--- config.mk ---
export PLATFORM = sky130hd
export DESIGN_NAME = frame_receiver_x25_crc_top_flat
export DESIGN_NICKNAME = d
export VERILOG_FILES = /design/src/hw/rtl/frx_pkg.sv /design/src/hw/rtl/frx_if.sv /design/src/hw/rtl/frx_parse_step.sv /design/src/hw/rtl/frame_receiver_x25_crc_top.sv /design/src/flat_wrapper.sv
export SDC_FILE = /design/constraint.sdc
export NUM_CORES = 1
export LEC_CHECK = 0
export ABC_AREA = 1
export BUFFER_PORTS_ARGS = -buffer_cell sky130_fd_sc_hd__buf_2
export CORE_UTILIZATION = 40
export DETAILED_ROUTE_END_ITERATION = 7
export HOLD_SLACK_MARGIN = 0.15
export PLACE_DENSITY = 0.57
export SLEW_MARGIN = 0
export SYNTH_ARGS = -nofsm -noshare
export SYNTH_HDL_FRONTEND = slang
export SYNTH_SLANG_ARGS = --single-unit
export TNS_END_PERCENT = 5
--- constraint.sdc ---
create_clock -name i_clk -period 2.2 [get_ports i_clk]
set_input_delay 0 -clock i_clk [delete_from_list [all_inputs] [get_ports i_clk]]
set_output_delay 0 -clock i_clk [all_outputs]
set_load 0.1 [all_outputs]
--- src/hw/rtl/frx_pkg.sv ---
// ----------------------------------------------------------------------------
// frx_pkg
// shared types, codes and the crc-16/x.25 byte step for the frame receiver
// ----------------------------------------------------------------------------
package frx_pkg;

    localparam int CFG_IDX_W = 8;

    // configuration register indexes
    localparam logic [CFG_IDX_W-1:0] CFG_START   = 8'd0;
    localparam logic [CFG_IDX_W-1:0] CFG_VERSION = 8'd1;
    localparam logic [CFG_IDX_W-1:0] CFG_LENGTH  = 8'd2;
    localparam logic [CFG_IDX_W-1:0] CFG_END     = 8'd3;

    // configuration reset values
    localparam logic [7:0] START_RST   = 8'hEB;
    localparam logic [7:0] VERSION_RST = 8'h00;
    localparam logic [7:0] LENGTH_RST  = 8'd30;
    localparam logic [7:0] END_RST     = 8'h00;

    // parser phases
    localparam logic [3:0] PH_IDLE    = 4'd0;
    localparam logic [3:0] PH_VERSION = 4'd1;
    localparam logic [3:0] PH_SESSION = 4'd2;
    localparam logic [3:0] PH_PAD     = 4'd3;
    localparam logic [3:0] PH_CMD     = 4'd4;
    localparam logic [3:0] PH_LENGTH  = 4'd5;
    localparam logic [3:0] PH_SEQ     = 4'd6;
    localparam logic [3:0] PH_APPID   = 4'd7;
    localparam logic [3:0] PH_UAVID   = 4'd8;
    localparam logic [3:0] PH_COMMAND = 4'd9;
    localparam logic [3:0] PH_DATA    = 4'd10;
    localparam logic [3:0] PH_CRC_LO  = 4'd11;
    localparam logic [3:0] PH_CRC_HI  = 4'd12;
    localparam logic [3:0] PH_END     = 4'd13;

    // frame layout
    localparam int APPID_BYTES = 3;
    localparam int UAVID_BYTES = 6;
    localparam int OFF_APPID   = 7;
    localparam int OFF_UAVID   = 10;
    localparam int OFF_COMMAND = 16;
    localparam int OFF_DATA    = 17;

    localparam logic [15:0] CRC_SEED = 16'hFFFF;

    typedef struct packed {
        logic [7:0] open_code;
        logic [7:0] version_code;
        logic [7:0] length_code;
        logic [7:0] close_code;
    } t_cfg;

    typedef struct packed {
        logic       stored;
        logic [5:0] offset;
        logic [7:0] value;
        logic       frame_ok;
        logic       frame_dropped;
    } t_result;

    // one byte of crc-16/x.25, reflected table-free form
    function automatic logic [15:0] crc_step(input logic [15:0] crc, input logic [7:0] b);
        logic [7:0] t;
        t = b ^ crc[7:0];
        t = t ^ {t[3:0], 4'b0000};
        return {8'h00, crc[15:8]} ^ {t, 8'h00} ^ {5'b00000, t, 3'b000} ^ {12'h000, t[7:4]};
    endfunction

endpackage

--- src/hw/rtl/frx_if.sv ---
// ----------------------------------------------------------------------------
// frx channel interfaces
// valid/ready channels for received bytes, parse results and register writes
// ----------------------------------------------------------------------------
interface frx_byte_if;
    logic       valid;
    logic       ready;
    logic [7:0] rx_byte;

    modport source (output valid, output rx_byte, input ready);
    modport sink   (input valid, input rx_byte, output ready);
endinterface

interface frx_result_if;
    logic       valid;
    logic       ready;
    logic       stored;
    logic [5:0] offset;
    logic [7:0] value;
    logic       frame_ok;
    logic       frame_dropped;

    modport source (output valid, output stored, output offset, output value,
                    output frame_ok, output frame_dropped, input ready);
    modport sink   (input valid, input stored, input offset, input value,
                    input frame_ok, input frame_dropped, output ready);
endinterface

interface frx_cfg_if;
    logic                           valid;
    logic                           ready;
    logic [frx_pkg::CFG_IDX_W-1:0]  index;
    logic [7:0]                     data;

    modport source (output valid, output index, output data, input ready);
    modport sink   (input valid, input index, input data, output ready);
endinterface

--- src/hw/rtl/frx_parse_step.sv ---
// ----------------------------------------------------------------------------
// frx_parse_step
// next-state and result logic of the frame parser for one received byte
// ----------------------------------------------------------------------------
module frx_parse_step #(
    parameter int DATA_BYTES = 30,
    parameter int SUB_W      = 5
) (
    input  logic [3:0]       i_phase,
    input  logic [SUB_W-1:0] i_sub,
    input  logic [15:0]      i_crc,
    input  logic [7:0]       i_byte,
    input  frx_pkg::t_cfg    i_cfg,
    output logic [3:0]       o_phase,
    output logic [SUB_W-1:0] o_sub,
    output logic [15:0]      o_crc,
    output frx_pkg::t_result o_result
);
    import frx_pkg::*;

    localparam logic [SUB_W-1:0] APPID_LAST = SUB_W'(APPID_BYTES - 1);
    localparam logic [SUB_W-1:0] UAVID_LAST = SUB_W'(UAVID_BYTES - 1);
    localparam logic [SUB_W-1:0] DATA_LAST  = SUB_W'(DATA_BYTES - 1);
    localparam logic [5:0]       OFF_ENDB   = 6'((OFF_DATA + DATA_BYTES + 2) % 64);

    logic       st;
    logic       drop;
    logic       ok;
    logic [5:0] off;
    logic [3:0] ph;
    logic [SUB_W-1:0] sub;

    always_comb begin
        st   = 1'b0;
        drop = 1'b0;
        ok   = 1'b0;
        off  = 6'd0;
        ph   = i_phase;
        sub  = i_sub;
        unique case (i_phase) inside
            PH_IDLE: begin
                if (i_byte == i_cfg.open_code) begin
                    st = 1'b1;
                    ph = PH_VERSION;
                end
            end
            PH_VERSION: begin
                if (i_byte == i_cfg.version_code) begin
                    st  = 1'b1;
                    off = 6'd1;
                    ph  = PH_SESSION;
                end else begin
                    drop = 1'b1;
                end
            end
            PH_SESSION, PH_PAD, PH_CMD, PH_SEQ: begin
                st  = 1'b1;
                off = {2'b00, i_phase};
                ph  = i_phase + 4'd1;
            end
            PH_LENGTH: begin
                if (i_byte == i_cfg.length_code) begin
                    st  = 1'b1;
                    off = 6'd5;
                    ph  = PH_SEQ;
                end else begin
                    drop = 1'b1;
                end
            end
            PH_APPID: begin
                st  = 1'b1;
                off = 6'(OFF_APPID) + 6'(i_sub);
                sub = i_sub + SUB_W'(1);
                if (i_sub == APPID_LAST) begin
                    sub = '0;
                    ph  = PH_UAVID;
                end
            end
            PH_UAVID: begin
                st  = 1'b1;
                off = 6'(OFF_UAVID) + 6'(i_sub);
                sub = i_sub + SUB_W'(1);
                if (i_sub == UAVID_LAST) begin
                    sub = '0;
                    ph  = PH_COMMAND;
                end
            end
            PH_COMMAND: begin
                st  = 1'b1;
                off = 6'(OFF_COMMAND);
                ph  = PH_DATA;
            end
            PH_DATA: begin
                st  = 1'b1;
                off = 6'(OFF_DATA) + 6'(i_sub);
                sub = i_sub + SUB_W'(1);
                if (i_sub == DATA_LAST) begin
                    sub = '0;
                    ph  = PH_CRC_LO;
                end
            end
            PH_CRC_LO: begin
                if (i_byte == i_crc[7:0]) ph = PH_CRC_HI;
                else drop = 1'b1;
            end
            PH_CRC_HI: begin
                if (i_byte == i_crc[15:8]) ph = PH_END;
                else drop = 1'b1;
            end
            PH_END: begin
                if (i_byte == i_cfg.close_code) begin
                    st  = 1'b1;
                    ok  = 1'b1;
                    off = OFF_ENDB;
                    ph  = PH_IDLE;
                end else begin
                    drop = 1'b1;
                end
            end
            default: begin
                drop = 1'b1;
            end
        endcase
        if (drop) begin
            ph  = PH_IDLE;
            sub = '0;
        end
    end

    // start byte reseeds; stored bytes up to the last data byte extend the crc
    always_comb begin
        o_crc = i_crc;
        if (i_phase == PH_IDLE) begin
            if (st) o_crc = crc_step(CRC_SEED, i_byte);
        end else if (st && i_phase != PH_END) begin
            o_crc = crc_step(i_crc, i_byte);
        end
    end

    assign o_phase                = ph;
    assign o_sub                  = sub;
    assign o_result.stored        = st;
    assign o_result.offset        = off;
    assign o_result.value         = st ? i_byte : 8'h00;
    assign o_result.frame_ok      = ok;
    assign o_result.frame_dropped = drop;

endmodule

--- src/hw/rtl/frame_receiver_x25_crc_top.sv ---
// ----------------------------------------------------------------------------
// frame_receiver_x25_crc_top
// byte-serial parser for a fixed-layout frame with crc-16/x.25 check
// ----------------------------------------------------------------------------
// takes one received byte per transfer and returns exactly one result per byte.
// frame layout: start, version, session, padding, cmd, length, sequence,
// 3 app-id bytes, 6 vehicle-id bytes, command, DATA_BYTES data bytes, crc low,
// crc high, end (50 bytes at the default). start, version, length and end must
// match the configured codes; the crc (seed 0xffff, no final xor) runs from the
// start byte through the last data byte and the two crc bytes are compared, not
// stored. any mismatch drops the byte, flags frame_dropped and returns to idle.
// a byte is taken every cycle unless the result register stalls with the input
// register full; it sits in the input register while the parse step (crc byte
// step plus phase update) works on it; its result then goes to the output
// register for transfer. the result register holds while the sink
// stalls and the input register still takes one more byte behind it. register
// writes complete in the cycle they are offered and are meant to happen only
// while no byte is in flight.
module frame_receiver_x25_crc_top #(
    parameter int DATA_BYTES = 30
) (
    input  logic         i_clk,
    input  logic         i_rst_n,
    frx_byte_if.sink     i_rx,
    frx_result_if.source o_res,
    frx_cfg_if.sink      i_cfg
);
    import frx_pkg::*;

    // sub-index covers the app-id, vehicle-id and data runs
    localparam int SUB_W = $clog2(DATA_BYTES > UAVID_BYTES ? DATA_BYTES : UAVID_BYTES);

    // configuration registers
    t_cfg r_cfg;

    // parser state
    logic [3:0]       r_phase;
    logic [SUB_W-1:0] r_sub;
    logic [15:0]      r_crc;
    logic [3:0]       n_phase;
    logic [SUB_W-1:0] n_sub;
    logic [15:0]      n_crc;

    // input register and result register
    logic    r_s1_valid;
    logic    [7:0] r_s1_byte;
    logic    r_out_valid;
    t_result r_out;
    t_result n_out;

    logic stall;
    logic rx_take;

    // result register is full and not being taken
    assign stall   = r_out_valid && !o_res.ready;
    // input register frees up whenever it moves forward
    assign i_rx.ready = !r_s1_valid || !stall;
    assign rx_take = i_rx.valid && i_rx.ready;

    frx_parse_step #(
        .DATA_BYTES (DATA_BYTES),
        .SUB_W      (SUB_W)
    ) u_step (
        .i_phase  (r_phase),
        .i_sub    (r_sub),
        .i_crc    (r_crc),
        .i_byte   (r_s1_byte),
        .i_cfg    (r_cfg),
        .o_phase  (n_phase),
        .o_sub    (n_sub),
        .o_crc    (n_crc),
        .o_result (n_out)
    );

    // control, parser state and configuration
    always_ff @(posedge i_clk) begin
        if (!i_rst_n) begin
            r_s1_valid         <= 1'b0;
            r_out_valid        <= 1'b0;
            r_phase            <= PH_IDLE;
            r_sub              <= '0;
            r_crc              <= CRC_SEED;
            r_cfg.open_code    <= START_RST;
            r_cfg.version_code <= VERSION_RST;
            r_cfg.length_code  <= LENGTH_RST;
            r_cfg.close_code   <= END_RST;
        end else begin
            if (rx_take) begin
                r_s1_valid <= 1'b1;
            end else if (!stall) begin
                r_s1_valid <= 1'b0;
            end

            if (!stall) begin
                r_out_valid <= r_s1_valid;
                if (r_s1_valid) begin
                    r_phase <= n_phase;
                    r_sub   <= n_sub;
                    r_crc   <= n_crc;
                end
            end

            // unknown register indexes are ignored
            if (i_cfg.valid) begin
                unique case (i_cfg.index)
                    CFG_START:   r_cfg.open_code    <= i_cfg.data;
                    CFG_VERSION: r_cfg.version_code <= i_cfg.data;
                    CFG_LENGTH:  r_cfg.length_code  <= i_cfg.data;
                    CFG_END:     r_cfg.close_code   <= i_cfg.data;
                    default: begin
                    end
                endcase
            end
        end
    end

    // payload registers
    always_ff @(posedge i_clk) begin
        if (rx_take) begin
            r_s1_byte <= i_rx.rx_byte;
        end
        if (!stall && r_s1_valid) begin
            r_out <= n_out;
        end
    end

    assign i_cfg.ready = 1'b1;

    assign o_res.valid         = r_out_valid;
    assign o_res.stored        = r_out.stored;
    assign o_res.offset        = r_out.offset;
    assign o_res.value         = r_out.value;
    assign o_res.frame_ok      = r_out.frame_ok;
    assign o_res.frame_dropped = r_out.frame_dropped;

endmodule

--- src/flat_wrapper.sv ---
// flat-port wrapper written by rule: the top's interface ports become plain ports
module frame_receiver_x25_crc_top_flat import frx_pkg::*;
#(
    parameter int DATA_BYTES = 30
)
  (i_clk, i_rst_n, i_rx_valid, i_rx_rx_byte, i_rx_ready, o_res_valid, o_res_stored, o_res_offset, o_res_value, o_res_frame_ok, o_res_frame_dropped, o_res_ready, i_cfg_valid, i_cfg_index, i_cfg_data, i_cfg_ready);
  frx_byte_if i_rx_i ();
  frx_result_if o_res_i ();
  frx_cfg_if i_cfg_i ();
  input  logic i_clk;
  input  logic i_rst_n;
  input wire logic [$bits(i_rx_i.valid)-1:0] i_rx_valid;
  input wire logic [$bits(i_rx_i.rx_byte)-1:0] i_rx_rx_byte;
  output wire logic [$bits(i_rx_i.ready)-1:0] i_rx_ready;
  output wire logic [$bits(o_res_i.valid)-1:0] o_res_valid;
  output wire logic [$bits(o_res_i.stored)-1:0] o_res_stored;
  output wire logic [$bits(o_res_i.offset)-1:0] o_res_offset;
  output wire logic [$bits(o_res_i.value)-1:0] o_res_value;
  output wire logic [$bits(o_res_i.frame_ok)-1:0] o_res_frame_ok;
  output wire logic [$bits(o_res_i.frame_dropped)-1:0] o_res_frame_dropped;
  input wire logic [$bits(o_res_i.ready)-1:0] o_res_ready;
  input wire logic [$bits(i_cfg_i.valid)-1:0] i_cfg_valid;
  input wire logic [$bits(i_cfg_i.index)-1:0] i_cfg_index;
  input wire logic [$bits(i_cfg_i.data)-1:0] i_cfg_data;
  output wire logic [$bits(i_cfg_i.ready)-1:0] i_cfg_ready;
  assign i_rx_i.valid = i_rx_valid;
  assign i_rx_i.rx_byte = i_rx_rx_byte;
  assign i_rx_ready = i_rx_i.ready;
  assign o_res_valid = o_res_i.valid;
  assign o_res_stored = o_res_i.stored;
  assign o_res_offset = o_res_i.offset;
  assign o_res_value = o_res_i.value;
  assign o_res_frame_ok = o_res_i.frame_ok;
  assign o_res_frame_dropped = o_res_i.frame_dropped;
  assign o_res_i.ready = o_res_ready;
  assign i_cfg_i.valid = i_cfg_valid;
  assign i_cfg_i.index = i_cfg_index;
  assign i_cfg_i.data = i_cfg_data;
  assign i_cfg_ready = i_cfg_i.ready;
  frame_receiver_x25_crc_top #(.DATA_BYTES(DATA_BYTES)) u_core (.i_clk(i_clk), .i_rst_n(i_rst_n), .i_rx(i_rx_i), .o_res(o_res_i), .i_cfg(i_cfg_i));
endmodule
## Word-level counts from Yosys, hierarchy flattened

Cells that the tools add are included.

| word-level totals | value |
|---|---|
| logic and storage cells | 126 |
| input bits | 29 |
| output and inout port bits | 20 |
| bits in registers | 84 |

| cells by class | value |
|---|---|
| add/sub/neg operators | 5 |
| equality and inequality tests | 37 |
| multiplexer cells | 36 |
| bitwise gates (word level) | 10 |
| reduce and logical (&&, ||, !) cells | 23 |

Operator list:

| operator | count |
|---|---|
| 8-bit equality test | 6 |
| 16-bit 2-to-1 mux | 3 |
| 6-bit one-hot mux with 8 select lines | 1 |
| 4-bit one-hot mux with 11 select lines | 1 |
| 4-bit 2-to-1 mux | 10 |
| 16-bit by 11-bit XOR with 16-bit output | 2 |
| 16-bit by 4-bit XOR with 16-bit output | 2 |
| 3-bit by 2-bit != test with 1-bit output (second input constant) | 9 |
| 4-bit equality test (second input constant) | 6 |
| 8-bit XOR | 3 |
| 5-bit 2-to-1 mux | 4 |
| 4-bit by 3-bit equality test with 1-bit output (second input constant) | 4 |
| 8-bit by 2-bit equality test with 1-bit output (second input constant) | 2 |
| 8-bit by 16-bit XOR with 16-bit output | 1 |
| 5-bit one-hot mux with 3 select lines | 1 |
| 1-bit 2-to-1 mux | 12 |
| 12-bit AND reduction | 1 |
| 12-bit nonzero test | 1 |
| 9-bit OR reduction | 1 |
| 4-bit by 2-bit equality test with 1-bit output (second input constant) | 2 |
| 8-bit by 1-bit equality test with 1-bit output (second input constant) | 1 |
| 8-bit logical NOT | 1 |
| 8-bit inverter | 1 |
| 2-bit AND reduction | 4 |
| other kinds (26) | 32 |

## Longest topological paths before layout

Gate-level depths: netlist of run 1.

| depth | value |
|---|---|
| depth in word-level cells | 7 |
| mapped depth | 15 |
| depth with buffers taken out | 13 |

## Modules after synthesis

From an unflattened synthesis of run 1, not the netlist that was laid out.

| second synthesis, totals | value |
|---|---|
| cells, all modules | 833 |
| area, all modules | 5680.4 um^2 |

Modules (own cells, without submodules):

| module | instances | cells each | seq. area each (um^2) | area each (um^2) |
|---|---|---|---|---|
| frame_receiver_x25_crc_top | 1 | 332 | 1931.9 | 3066.7 |
| frx_parse_step | 1 | 501 | 0.0 | 2613.8 |

## Worst setup path after synthesis of run 1

No wires, ideal clock.

| path | value |
|---|---|
| kind | register to register |
| from | register u_core.r_out_valid, in the netlist u_core.o_res.valid |
| to | register u_core.r_s1_byte[0] (enable) |
| arrival | 2.178 ns |
| stages on the path, launching flop included | 6 |
| buffers on the path | 0 |
| setup time | 0.276 ns |
| slack | -0.254 ns |
| period minus slack after synthesis | 2.454 ns |
| required time | 1.924 ns |
| cells stage by stage | dfxtp_1 > inv_1 > nor2_1 > nand2_1 > nand2_1 > inv_1 |

| between the ends | value |
|---|---|
| longest elaborated chain between the ends | 4 |

Ends and longest elaborated chain:

| item | RTL line | text |
|---|---|---|
| start, declared | frame_receiver_x25_crc_top.sv:47 | `logic r_out_valid;` |
| start signal, assigned | frame_receiver_x25_crc_top.sv:95 | `r_out_valid <= r_s1_valid;` |
| 1-bit logical AND | frame_receiver_x25_crc_top.sv:55 | `assign stall = r_out_valid && !o_res.ready;` |
| 1-bit logical NOT | frame_receiver_x25_crc_top.sv:57 | `assign i_rx.ready = !r_s1_valid \|\| !stall;` |
| 1-bit logical OR | frame_receiver_x25_crc_top.sv:57 |  |
| net i_rx_ready | flat_wrapper.sv:14 | `output wire logic [$bits(i_rx_i.ready)-1:0] i_rx_ready;` |
| 1-bit logical AND | frame_receiver_x25_crc_top.sv:58 | `assign rx_take = i_rx.valid && i_rx.ready;` |
| net u_core.rx_take | frame_receiver_x25_crc_top.sv:52 | `logic rx_take;` |
| end signal, assigned | frame_receiver_x25_crc_top.sv:120 | `r_s1_byte <= i_rx.rx_byte;` |
| end, declared | frame_receiver_x25_crc_top.sv:46 | `logic [7:0] r_s1_byte;` |

The timed path passes the listed nets, and every way through them passes these cells.
A chain may end at the register's enable or synchronous reset.

## Worst setup path after layout of run 1

| path | value |
|---|---|
| from | register u_core.r_s1_byte[4] |
| to | register u_core.r_phase[1] |

| between the ends | value |
|---|---|
| longest elaborated chain between the ends | 5 |
| elaborated cells between the ends (all ways) | 24 |
| classes of those cells | 15 x eq/ne; 7 x mux; 2 x reduce/logical |

Ends and longest elaborated chain:

| item | RTL line | text |
|---|---|---|
| 8-bit equality test (on tied branches) | -- |  |
| 1-bit 2-to-1 mux (on tied branches) | -- |  |
| 1-bit one-hot mux with 6 select lines | frx_parse_step.sv:40 | `unique case (i_phase) inside` |
| 12-bit nonzero test (no source line) or 3-bit by 2-bit != test with 1-bit output (tied branches) | -- |  |
| 12-bit AND reduction (no source line) | -- |  |
| end signal, assigned | frame_receiver_x25_crc_top.sv:97 | `r_phase <= n_phase;` |
| end, declared | frame_receiver_x25_crc_top.sv:37 | `logic [3:0] r_phase;` |

Parallel ways exist; a longest one is shown, timed or not.

==> out/qor.csv, run 1 <==
stage,metric,value,unit
setup_path,CP Data Required Time,2480,ps
clock_tree,clk root buf,clkbuf_16,
grt,initial antenna violation count,0,
setup_path,R2R Setup Slk,90,ps
grt,vias in the first global route,4625,
synthesis,synth warn,0,
power_and_ir_drop,Leak Pwr,0.00317,uW
synthesis,synthesized area,5310,sq um
timing,final worst slack,88.3,ps
setup_path,Setup crit start kind,flop,
die,Die X,117,um
grt,GRT overflow,0,
cells_and_area,Util after Layout,51.6,%
synthesis,main flop type after synthesis,dfxtp_1,
setup_path,worst flop-to-flop path endpoint,u_core.r_phase[1],
power_and_ir_drop,power per cell area,867,nW/um^2
synthesis,most common cell in the netlist,nand2_1,
placement,Routability Congestion,0.937,
cells_and_area,fillers,1273,
clock_tree,Num CTS Buffers,9,
job,max cap viols,0,
clock_tree,Num Clock Sinks,84,
grt,global-route wire length before repair,22500,um
setup_path,critical-path cell list,buf_4 > buf_4 > xor2_1 > nor2_1 > nand2_1 > nor2_1 > nor2_1 > nor2_4 > buf_12 > nand3_4 > nand3_2 > nand2_1 > nor2_1,
timing,worst slew pin tran,793,ps
clock_tree,TritonCTS clock tree,built,
routing,routed vias/inst,4.97,
setup_path,RR Startpoint,u_core.r_s1_byte[4],
cells_and_area,n_diodes,0,
synthesis,Post-synth top cells,"214 x nand2_1, 75 x nor2_1, 73 x nand3_1",
synthesis,synth top area cells,"dfxtp_1 22%, nand2_1 15%, edfxtp_1 14%",
timing,Hold Fails Final Rpt,0,
clock_tree,Max Root-Sink Buffers,2,
synthesis,ys async rst share,0,%
die,Ports,49,
timing,Final setup violation count,0,
setup_path,"Arr. time, crit path",2400,ps
power_and_ir_drop,total design power,5710,uW
setup_path,Crit. End Element,flop,
cells_and_area,P&R area growth vs syn,24.3,%
placement,pre-CTS setup slack,43.1,ps
setup_path,Setup CP Type,flop to flop,
clock_tree,H-tree level count,3,
min_path,hold path start,i_cfg_valid,
power_and_ir_drop,Psw,2390,uW
synthesis,Avg Inst Size Synth,7.08,sq um
timing,Final min period,2110,ps
setup_path,CP peak stage delay,480,ps
min_path,hold path cells,5,
routing,via count,5106,
cells_and_area,share of post-route cells with drive strength above 1,20.3,%
timing,period utilisation layout,96.0,%
die,die height,117,um
timing,minimum hold slack,160,ps
run_status,status,"finished, final reports clean",
routing,DRC,0,
setup_path,CP most frequent cell,nor2_1,
power_and_ir_drop,sequential share of power,32.3,%
clock_tree,clock transition at the registers of the reported paths,70,ps
min_path,hold endpoint,u_core.r_cfg[20],
synthesis,count of cell types in the netlist,45,
power_and_ir_drop,sw frac,41.8,%
routing,WL/cell,13.7,um
clock_tree,worst skew pair latency,360,ps
power_and_ir_drop,VDD IR max,0.000424,V
synthesis,sequential area share after synthesis,36.4,%
power_and_ir_drop,P_int,3330,uW
routing,drt first pass iters,5,
die,full die area,13700,sq um
placement,HPWL Detailed,10200,um
grt,largest net degree at the start of global routing,47,
timing,RSZ-0062 raised after global routing,true,
synthesis,area fraction of the dominant cell type after synthesis,22.3,%
setup_path,Critical Path Fanout Max,8,
timing,fmax,474,MHz
setup_path,Worst R2R Path Depth,13,
timing,fin. max-slew vios,0,
setup_path,critical path's slowest cell,edfxtp_1,
cells_and_area,Layout Nets,892,
synthesis,Post-synth EDFFs,25,
timing,Slew Limit Headroom,47.2,%
min_path,Min-Delay Path Class,primary input to flop,
grt,Tot GR Track Use,21.7,%
power_and_ir_drop,Gate power share,41.3,%
synthesis,Post-Synthesis Cells,750,
die,Initial Util,41.5,%
routing,post-route ant nets,0,
synthesis,Synth area leader,dfxtp_1,
placement,Port Buffers,47,
die,FP Rows,41,
timing,Setup Skew,9.18,ps
die,Core Area,12800,sq um
synthesis,Synthesized Nets,791,
routing,initial drt markers,234,
synthesis,post-synthesis register bit count,84,
power_and_ir_drop,power share of the clock group,26.5,%
routing,drt total wl,14100,um
power groups by stage:
stage / logic [uW] / clock network [uW] / registers, uW
floorplan: 1450 / 0 / 2050
global placement: 2170 / 0 / 1880
detailed placement: 2170 / 0 / 1880
CTS: 2200 / 1550 / 1850
global route: 2590 / 1600 / 1860
finish: 2360 / 1510 / 1840
layout by cell type (no fill, tap or decap), drive strengths merged, types with 3 or more instances in the layout:
cell type / instances
clkinvlp: 3
o211ai: 8
edfxtp: 25
ha: 11
clkinv: 5
o21ai: 40
dfxtp: 59
o2111ai: 18
dlygate4sd3: 19
a21oi: 27
nand3: 76
clkbuf: 9
nand2: 223
or2: 3
inv: 83
nor3: 3
nor2: 82
xnor2: 24
nand4: 7
xor2: 15
buf: 103
repair_timing:
action | CTS | global route
hold buffers | 19 | 0
endpoints found under the setup margin | 0 | 36
buffers inserted | 0 | 16
endpoints found under the hold margin | 42 | 0
gates resized for setup | 0 | 24
worst max-delay path by stage:
stage	from	to	depth (start not counted)
4_1_cts	u_core.r_s1_byte[0]	u_core.r_sub[3]	12
6_report	u_core.r_s1_byte[4]	u_core.r_phase[1]	13
3_3_place_gp	u_core.r_s1_byte[0]	u_core.r_sub[3]	12
2_1_floorplan	u_core.o_res.valid	u_core.o_res.frame_dropped	4
5_1_grt	u_core.r_s1_byte[4]	u_core.r_phase[1]	13
3_5_place_dp	u_core.r_s1_byte[0]	u_core.r_sub[2]	12
area by class of cell:
cell class	instances	area [sq um]	share of cell area (%)
multi-input cells	550	2940	44.6
flip-flops and latches	84	1940	29.4
clock inverters	7	70.1	1.06
clock buffers	9	225	3.42
inverters	84	322	4.88
well taps	172	215	3.26
repair buffers	122	882	13.4
critical path: cells and delay by family, from the launching register on:
kind	cells	cell delay (ps)
xor gates and xnor gates	1	130
buffers and inverters	3	450
DFF	1	480
and+or+nand+nor	9	960
metrics by stage:
stage / cell area [sq um] / TNS [ps] / instances
after global placement: 5880 / 0 / 976
after floorplan: 5310 / 0 / 750
after CTS: 6360 / 0 / 1011
after detailed placement: 5880 / 0 / 976
final: 6590 / 0 / 1028
after global routing: 6590 / -79.5 / 1028
flip-flops by register name (all words and copies together) (netlist names):
name	cells
u_core.o_res.frame_dropped	1
u_core.r_s1_byte	8
u_core.o_res.valid	1
u_core.o_res.offset	6
u_core.r_s1_valid	1
u_core.r_sub	5
u_core.r_crc	16
u_core.o_res.frame_ok	1
u_core.o_res.stored	1
u_core.r_phase	4
u_core.o_res.value	8
u_core.r_cfg	32
cells by family (layout without fill, tap and decap cells):
kind of cell	after synthesis	after routing	share of synthesized area (%)
AO/OA/AOI/OAI	100	101	11.7
XOR/XNOR	39	39	6.58
adder cells (fa/ha/maj)	12	12	2.97
buffers and inverters	117	222	9.86
flip-flops	84	84	36.4
other	1	1	0.0707
AND/OR/NAND/NOR	397	397	32.4
metal layers:
layer / part of all wire (%) / wire (um) / up-vias / GRT usage (%)
met4: 2.0 / 288 / 0 / 9.11
met5: 0 / 0 / - / 0
met2: 48 / 6750 / 136 / 37.2
met3: 4.2 / 587 / 20 / 2.99
li1: - / - / 2634 / -
met1: 46 / 6480 / 2316 / 27.3
Note: power is estimated with default switching activity, not from simulation.
==> inputs of run 2 (changes only) <==
CORE_UTILIZATION = 54   (was 40)
PLACE_DENSITY = 0.73   (was 0.57)
==> run 2 against run 1 <==
Compared with the run above:
- register-to-register slack worse by 30 ps
- clock skew about the same
- clock power down 25%
- non-clock buffer count decreased by 2
- via count grew 4.3%
- setup slack worse by 29 ps
- largest power group unchanged
- combinational power is essentially flat
- critical endpoint is now u_core.r_phase[0]
- power is 6.6% lower
- worst hold slack improved by 32 ps
- critical path type unchanged
- largest cell class unchanged
==> out/qor.csv, run 2 (synthesis gave the netlist of run 1 again) <==
stage,metric,value,unit,change
run_status,status,"finished, final reports clean",,
die,FP Rows,35,,-15%
cells_and_area,Layout Nets,889,,-0.34%
routing,post-route ant nets,0,,unchanged
timing,Final min period,2140,ps,+29.2 ps
setup_path,Setup CP Type,flop to flop,,
clock_tree,Num Clock Sinks,84,,unchanged
cells_and_area,Util after Layout,67.9,%,+16 points
routing,WL/cell,14.1,um,+2.9%
timing,Final setup violation count,0,,unchanged
die,Core Area,9370,sq um,-27%
clock_tree,clock transition at the registers of the reported paths,90,ps,+20 ps
cells_and_area,Largest register FFs,32,,unchanged
routing,routed vias/inst,5.42,,+9.2%
cells_and_area,flip-flop and latch area,1930,sq um,-0.13%
timing,period utilisation layout,97.3,%,+1.3 points
placement,HPWL Detailed,9830,um,-3.8%
grt,global-route wire length before repair,22300,um,-0.92%
setup_path,Crit. End Element,flop,,
setup_path,Critical Path Fanout Max,8,,unchanged
clock_tree,H-tree level count,3,,unchanged
clock_tree,clk root buf,clkbuf_8,,
min_path,Min-Delay Path Class,primary input to flop,,
die,full die area,10200,sq um,-26%
cells_and_area,Largest regs,"u_core.r_cfg: 32 flops, u_core.r_crc: 16 flops",,
cells_and_area,most flop-heavy register,u_core.r_cfg,,
setup_path,"Arr. time, crit path",2440,ps,+40 ps
routing,via count,5327,,+4.3%
clock_tree,Num CTS Buffers,9,,unchanged
routing,DRC,0,,unchanged
setup_path,CP most frequent cell,nand2_1,,
timing,worst slew pin tran,815,ps,+22.0 ps
routing,drt first pass iters,5,,unchanged
timing,TNS Setup,0,ps,unchanged
setup_path,CP Data Required Time,2500,ps,+20 ps
power_and_ir_drop,total design power,5340,uW,-6.6%
die,Ports,49,,unchanged
clock_tree,TritonCTS clock tree,built,,
power_and_ir_drop,power per cell area,838,nW/um^2,-3.3%
grt,Tot GR Track Use,27.9,%,+6.2 points
placement,Port Buffers,47,,unchanged
timing,fmax,467,MHz,-1.4%
grt,vias in the first global route,4685,,+1.3%
timing,minimum hold slack,192,ps,+31.6 ps
cells_and_area,n_diodes,0,,unchanged
timing,final worst slack,59.1,ps,-29.2 ps
power_and_ir_drop,Leak Pwr,0.00310,uW,-2.3%
cells_and_area,P&R area growth vs syn,20.0,%,
cells_and_area,fillers,803,,-37%
clock_tree,worst skew pair latency,360,ps,about the same
placement,pre-CTS setup slack,61.8,ps,+18.7 ps
timing,fin. max-slew vios,0,,unchanged
grt,GRT overflow,0,,unchanged
grt,initial antenna violation count,0,,unchanged
power_and_ir_drop,VDD IR max,0.000359,V,-15%
routing,initial drt markers,306,,+31%
setup_path,Setup crit start kind,flop,,
cells_and_area,share of post-route cells with drive strength above 1,19.5,%,-0.87 points
die,die height,101,um,-14%
die,Initial Util,56.6,%,+15 points
timing,RSZ-0062 raised after global routing,true,,
cells_and_area,area of the multi-input gates,2900,sq um,-1.3%
placement,Routability Congestion,1.01,,+8.3%
setup_path,critical path's slowest cell,edfxtp_1,,
setup_path,CP peak stage delay,570,ps,+90 ps
cells_and_area,"commonest non-fill, non-tap cell in the layout",nand2_1,,
grt,largest net degree at the start of global routing,50,,+6.4%
cells_and_area,most frequent cells in the layout,"212 x nand2_1, 72 x nand3_1, 70 x nor2_1, 68 x inv_1, 57 x dfxtp_1",,
timing,Slew Limit Headroom,45.7,%,-1.5 points
job,max cap viols,0,,unchanged
timing,Setup Skew,9.53,ps,+0.347 ps
die,Die X,101,um,-14%
clock_tree,Max Root-Sink Buffers,2,,unchanged
routing,drt total wl,13900,um,-1.7%
timing,Hold Fails Final Rpt,0,,unchanged
setup_path,critical-path cell list,xnor2_2 > nand2_2 > nor2_1 > nand2_1 > nand2_1 > nand2_1 > nor2_4 > buf_4 > nand3_4 > nand3_1 > nand2_1 > nor2_1,,
-- run 2: final cells by class --
| type | count | area share [%] |
|---|---|---|
| inverter | 84 | 5.11 |
| clock buffer | 9 | 1.95 |
| clock inverter | 7 | 1.16 |
| timing repair buffer | 120 | 13.3 |
| tap | 129 | 2.53 |
| sequential | 84 | 30.4 |
| multi-input combinational | 549 | 45.6 |
-- run 2: report_power, final --
group	leakage [uW]	switching (uW)	total, uW	internal [uW]
clock network	0.000100	609	1140	531
registers	0.000721	112	1840	1730
logic	0.00228	1550	2360	803
total	0.00310	2270	5340	3060
-- run 2: path summary, 6_finish.rpt --
path,cells past startpoint,slack [ps],startpoint,to
setup reg to reg,12,60,u_core.r_s1_byte[1],u_core.r_phase[0]
setup / recovery,12,60,u_core.r_s1_byte[1],u_core.r_phase[0]
hold reg to reg,2,480,u_core.r_cfg[15],u_core.r_cfg[15]
hold / removal,5,190,i_cfg_valid,u_core.r_cfg[20]
-- run 2: timing repair --
item / 4_1_cts / 5_1_grt
endpoints found under the setup margin: 0 / 34
gates resized for setup: 0 / 18
buffers inserted: 0 / 19
endpoints found under the hold margin: 42 / 0
hold buffers: 20 / 0
-- run 2: critical path, delay by kind of cell, from the launching register on --
kind | cells | cell delay (ps)
flops | 1 | 570
simple gates | 10 | 1040
xor+xnor | 1 | 320
buf+inv | 1 | 160
-- run 2: layer usage --
layer | wire (um) | track usage, % | vias up
li1 | - | - | 2630
met1 | 6120 | 37.0 | 2450
met2 | 6560 | 46.4 | 219
met3 | 841 | 2.90 | 28
met4 | 355 | 11.8 | 0
met5 | 0 | 0 | -
-- run 2: per-stage QoR --
stage / instance area (sq um) / std cells
finish: 6370 / 982
global route: 6370 / 982
CTS: 6160 / 963
detailed placement: 5760 / 927
global placement: 5760 / 927
floorplan: 5310 / 750
==> inputs of run 3 (changes only) <==
==> constraint.sdc (replaced) <==
create_clock -name i_clk -period 2.2 [get_ports i_clk]
set_input_delay 0.11 -clock i_clk [delete_from_list [all_inputs] [get_ports i_clk]]
set_output_delay 0.11 -clock i_clk [all_outputs]
set_load 0.1 [all_outputs]
==> run 3 against run 2 <==
Compared with the run above:
- power is 3.3% higher
- routed wire length is 1.1% lower
- first-iteration DRC count is 0.65% lower
- critical path type unchanged
==> out/qor.csv, run 3 (synthesis gave the netlist of run 1 again) <==
stage,metric,value,unit,change
run_status,status,"finished, final reports clean",,
timing,Setup Skew,11.2,ps,+1.64 ps
clock_tree,worst skew pair latency,370,ps,about the same
power_and_ir_drop,VDD IR max,0.000375,V,+4.6%
timing,period utilisation layout,94.2,%,-3.1 points
setup_path,CP Depth,9,,-3
setup_path,Buf/Inv on CP,2,,+1
cells_and_area,fin area,6410,sq um,+0.65%
die,Core Area,9370,sq um,unchanged
die,Die X,101,um,unchanged
routing,DRC,0,,unchanged
routing,via count,5242,,-1.6%
grt,initial antenna violation count,0,,unchanged
timing,Slew Limit Headroom,54.4,%,+8.8 points
clock_tree,Max Root-Sink Buffers,2,,unchanged
setup_path,Setup CP Type,flop to flop,,
cells_and_area,Largest register FFs,32,,unchanged
grt,global-route wire length before repair,22200,um,about the same
die,Ports,49,,unchanged
timing,fmax,483,MHz,+3.3%
setup_path,CP peak stage delay,450,ps,-120 ps
timing,Hold Fails Final Rpt,0,,unchanged
setup_path,"Arr. time, crit path",2180,ps,-260 ps
job,max cap viols,0,,unchanged
setup_path,Setup crit start kind,flop,,
clock_tree,Num Clock Sinks,84,,unchanged
clock_tree,H-tree level count,3,,unchanged
clock_tree,TritonCTS clock tree,built,,
cells_and_area,Largest regs,"u_core.r_cfg: 32 flops, u_core.r_crc: 16 flops",,
placement,Post-Place Cell Area,5760,sq um,unchanged
routing,drt total wl,13700,um,-1.1%
setup_path,CP Data Required Time,2310,ps,-190 ps
cells_and_area,share of post-route cells with drive strength above 1,19.8,%,+0.33 points
timing,worst slew pin tran,683,ps,-131 ps
placement,Port Buffers,47,,unchanged
die,die height,101,um,unchanged
grt,GRT overflow,0,,unchanged
placement,HPWL Detailed,9850,um,+0.22%
cells_and_area,most flop-heavy register,u_core.r_cfg,,
grt,largest net degree at the start of global routing,44,,-12%
placement,pre-CTS setup slack,38.0,ps,-23.8 ps
setup_path,Worst R2R Path Depth,9,,-3
die,Initial Util,56.6,%,unchanged
cells_and_area,P&R area growth vs syn,20.8,%,
timing,fin. max-slew vios,0,,unchanged
timing,Final min period,2070,ps,-69.1 ps
grt,Tot GR Track Use,28.0,%,+0.11 points
die,FP Rows,35,,unchanged
cells_and_area,fillers,816,,+1.6%
timing,final worst slack,128,ps,+69.1 ps
clock_tree,clock transition at the registers of the reported paths,90,ps,about the same
routing,routed vias/inst,5.36,,-1.2%
routing,WL/cell,14.0,um,-0.72%
routing,initial drt markers,304,,-0.65%
power_and_ir_drop,power per cell area,860,nW/um^2,+2.6%
setup_path,CP most frequent cell,inv_1,,
timing,RSZ-0062 raised after global routing,true,,
clock_tree,Num CTS Buffers,9,,unchanged
power_and_ir_drop,total design power,5510,uW,+3.3%
routing,post-route ant nets,0,,unchanged
setup_path,CP top delay family,adder cells,,
power_and_ir_drop,Leak Pwr,0.00310,uW,+0.16%
min_path,hold path cells,4,,-1
die,full die area,10200,sq um,unchanged
cells_and_area,Layout Nets,885,,-0.45%
timing,Final setup violation count,0,,unchanged
cells_and_area,n_diodes,0,,unchanged
setup_path,critical path's slowest cell,fa_1,,
cells_and_area,"commonest non-fill, non-tap cell in the layout",nand2_1,,
grt,vias in the first global route,4721,,+0.77%
clock_tree,clk root buf,clkbuf_8,,
setup_path,critical-path cell list,inv_1 > ha_2 > nand2_2 > inv_1 > fa_1 > nor2_2 > o21ai_1 > xor2_1 > o2111ai_1,,
placement,Routability Congestion,1.03,,+1.1%
cells_and_area,most frequent cells in the layout,"211 x nand2_1, 72 x nand3_1, 69 x inv_1, 68 x nor2_1, 55 x dfxtp_1",,
setup_path,Critical Path Fanout Max,4,,-4
setup_path,Crit. End Element,flop,,
min_path,Min-Delay Path Class,primary input to flop,,
routing,drt first pass iters,8,,+3
## run 3: cell types whose count changed in the layout (fill, tap and decap cells not counted), moves of 2 or more
cell           change
o21ai_0            -2
dfxtp_1            -2
bufinv_16          +2
nor2_1             -2
nor2_2             +2
o21ai_1            +2
buf_6              +2
buf_4              -4
dlygate4sd3_1      -2
dfxtp_2            +2
## run 3: per-stage QoR
stage / setup TNS (ps) / util [%] / hold slack, ps / std cells
2_1_floorplan: 0 / - / 209 / 750
3_3_place_gp: 0 / 61.5 / 288 / 927
3_5_place_dp: 0 / 61.5 / 288 / 927
4_1_cts: 0 / 66.0 / 214 / 961
5_1_grt: -83.9 / 68.4 / 267 / 978
6_report: 0 / 68.4 / 228 / 978
## run 3: worst reg2reg max path, cell delays in order, from the launching register on
cell and delay (ps):
dfxtp_2 360, inv_1 80, ha_2 210, nand2_2 110
inv_1 80, fa_1 450, nor2_2 130, o21ai_1 90
xor2_1 190, o2111ai_1 120
## run 3: where the power goes
part	leakage [uW]	switching, uW	internal (uW)
Clock	0.000117	597	757
Sequential	0.000722	110	1730
Combinational	0.00226	1540	776
## run 3: what timing repair did
action                                  CTS  global route
gates resized for setup                   0            29
hold buffers                             18             0
setup buffers                             0            17
endpoints found under the hold margin    42             0
endpoints found under the setup margin    0            35
## run 3: per-layer routing
metal  routed length, um  vias up  global-route usage [%]
li1                    -     2619                       -
met1                6060     2388                    36.9
met2                6410      204                    45.2
met3                 867       31                    4.62
met4                 381        0                    12.7
met5                   0        -                       0
## run 3: final cells by class
type	count	area [sq um]	area share, %
multi-input cells	549	2930	45.7
flip-flops and latches	84	1940	30.2
repair buffers	116	817	12.7
inverters	84	324	5.06
well taps	129	161	2.52
clock buffers	10	128	1.99
clock inverters	6	111	1.74
## run 3: worst paths after layout
| check | start | to | slack (ps) |
|---|---|---|---|
| worst max-delay path | u_core.r_phase[0] | u_core.o_res.offset[4] | 130 |
| worst min-delay path | i_cfg_index[1] | u_core.r_cfg[20] | 230 |
| worst min register to register | u_core.r_cfg[0] | u_core.r_cfg[0] | 470 |
| worst max register to register | u_core.r_phase[0] | u_core.o_res.offset[4] | 130 |
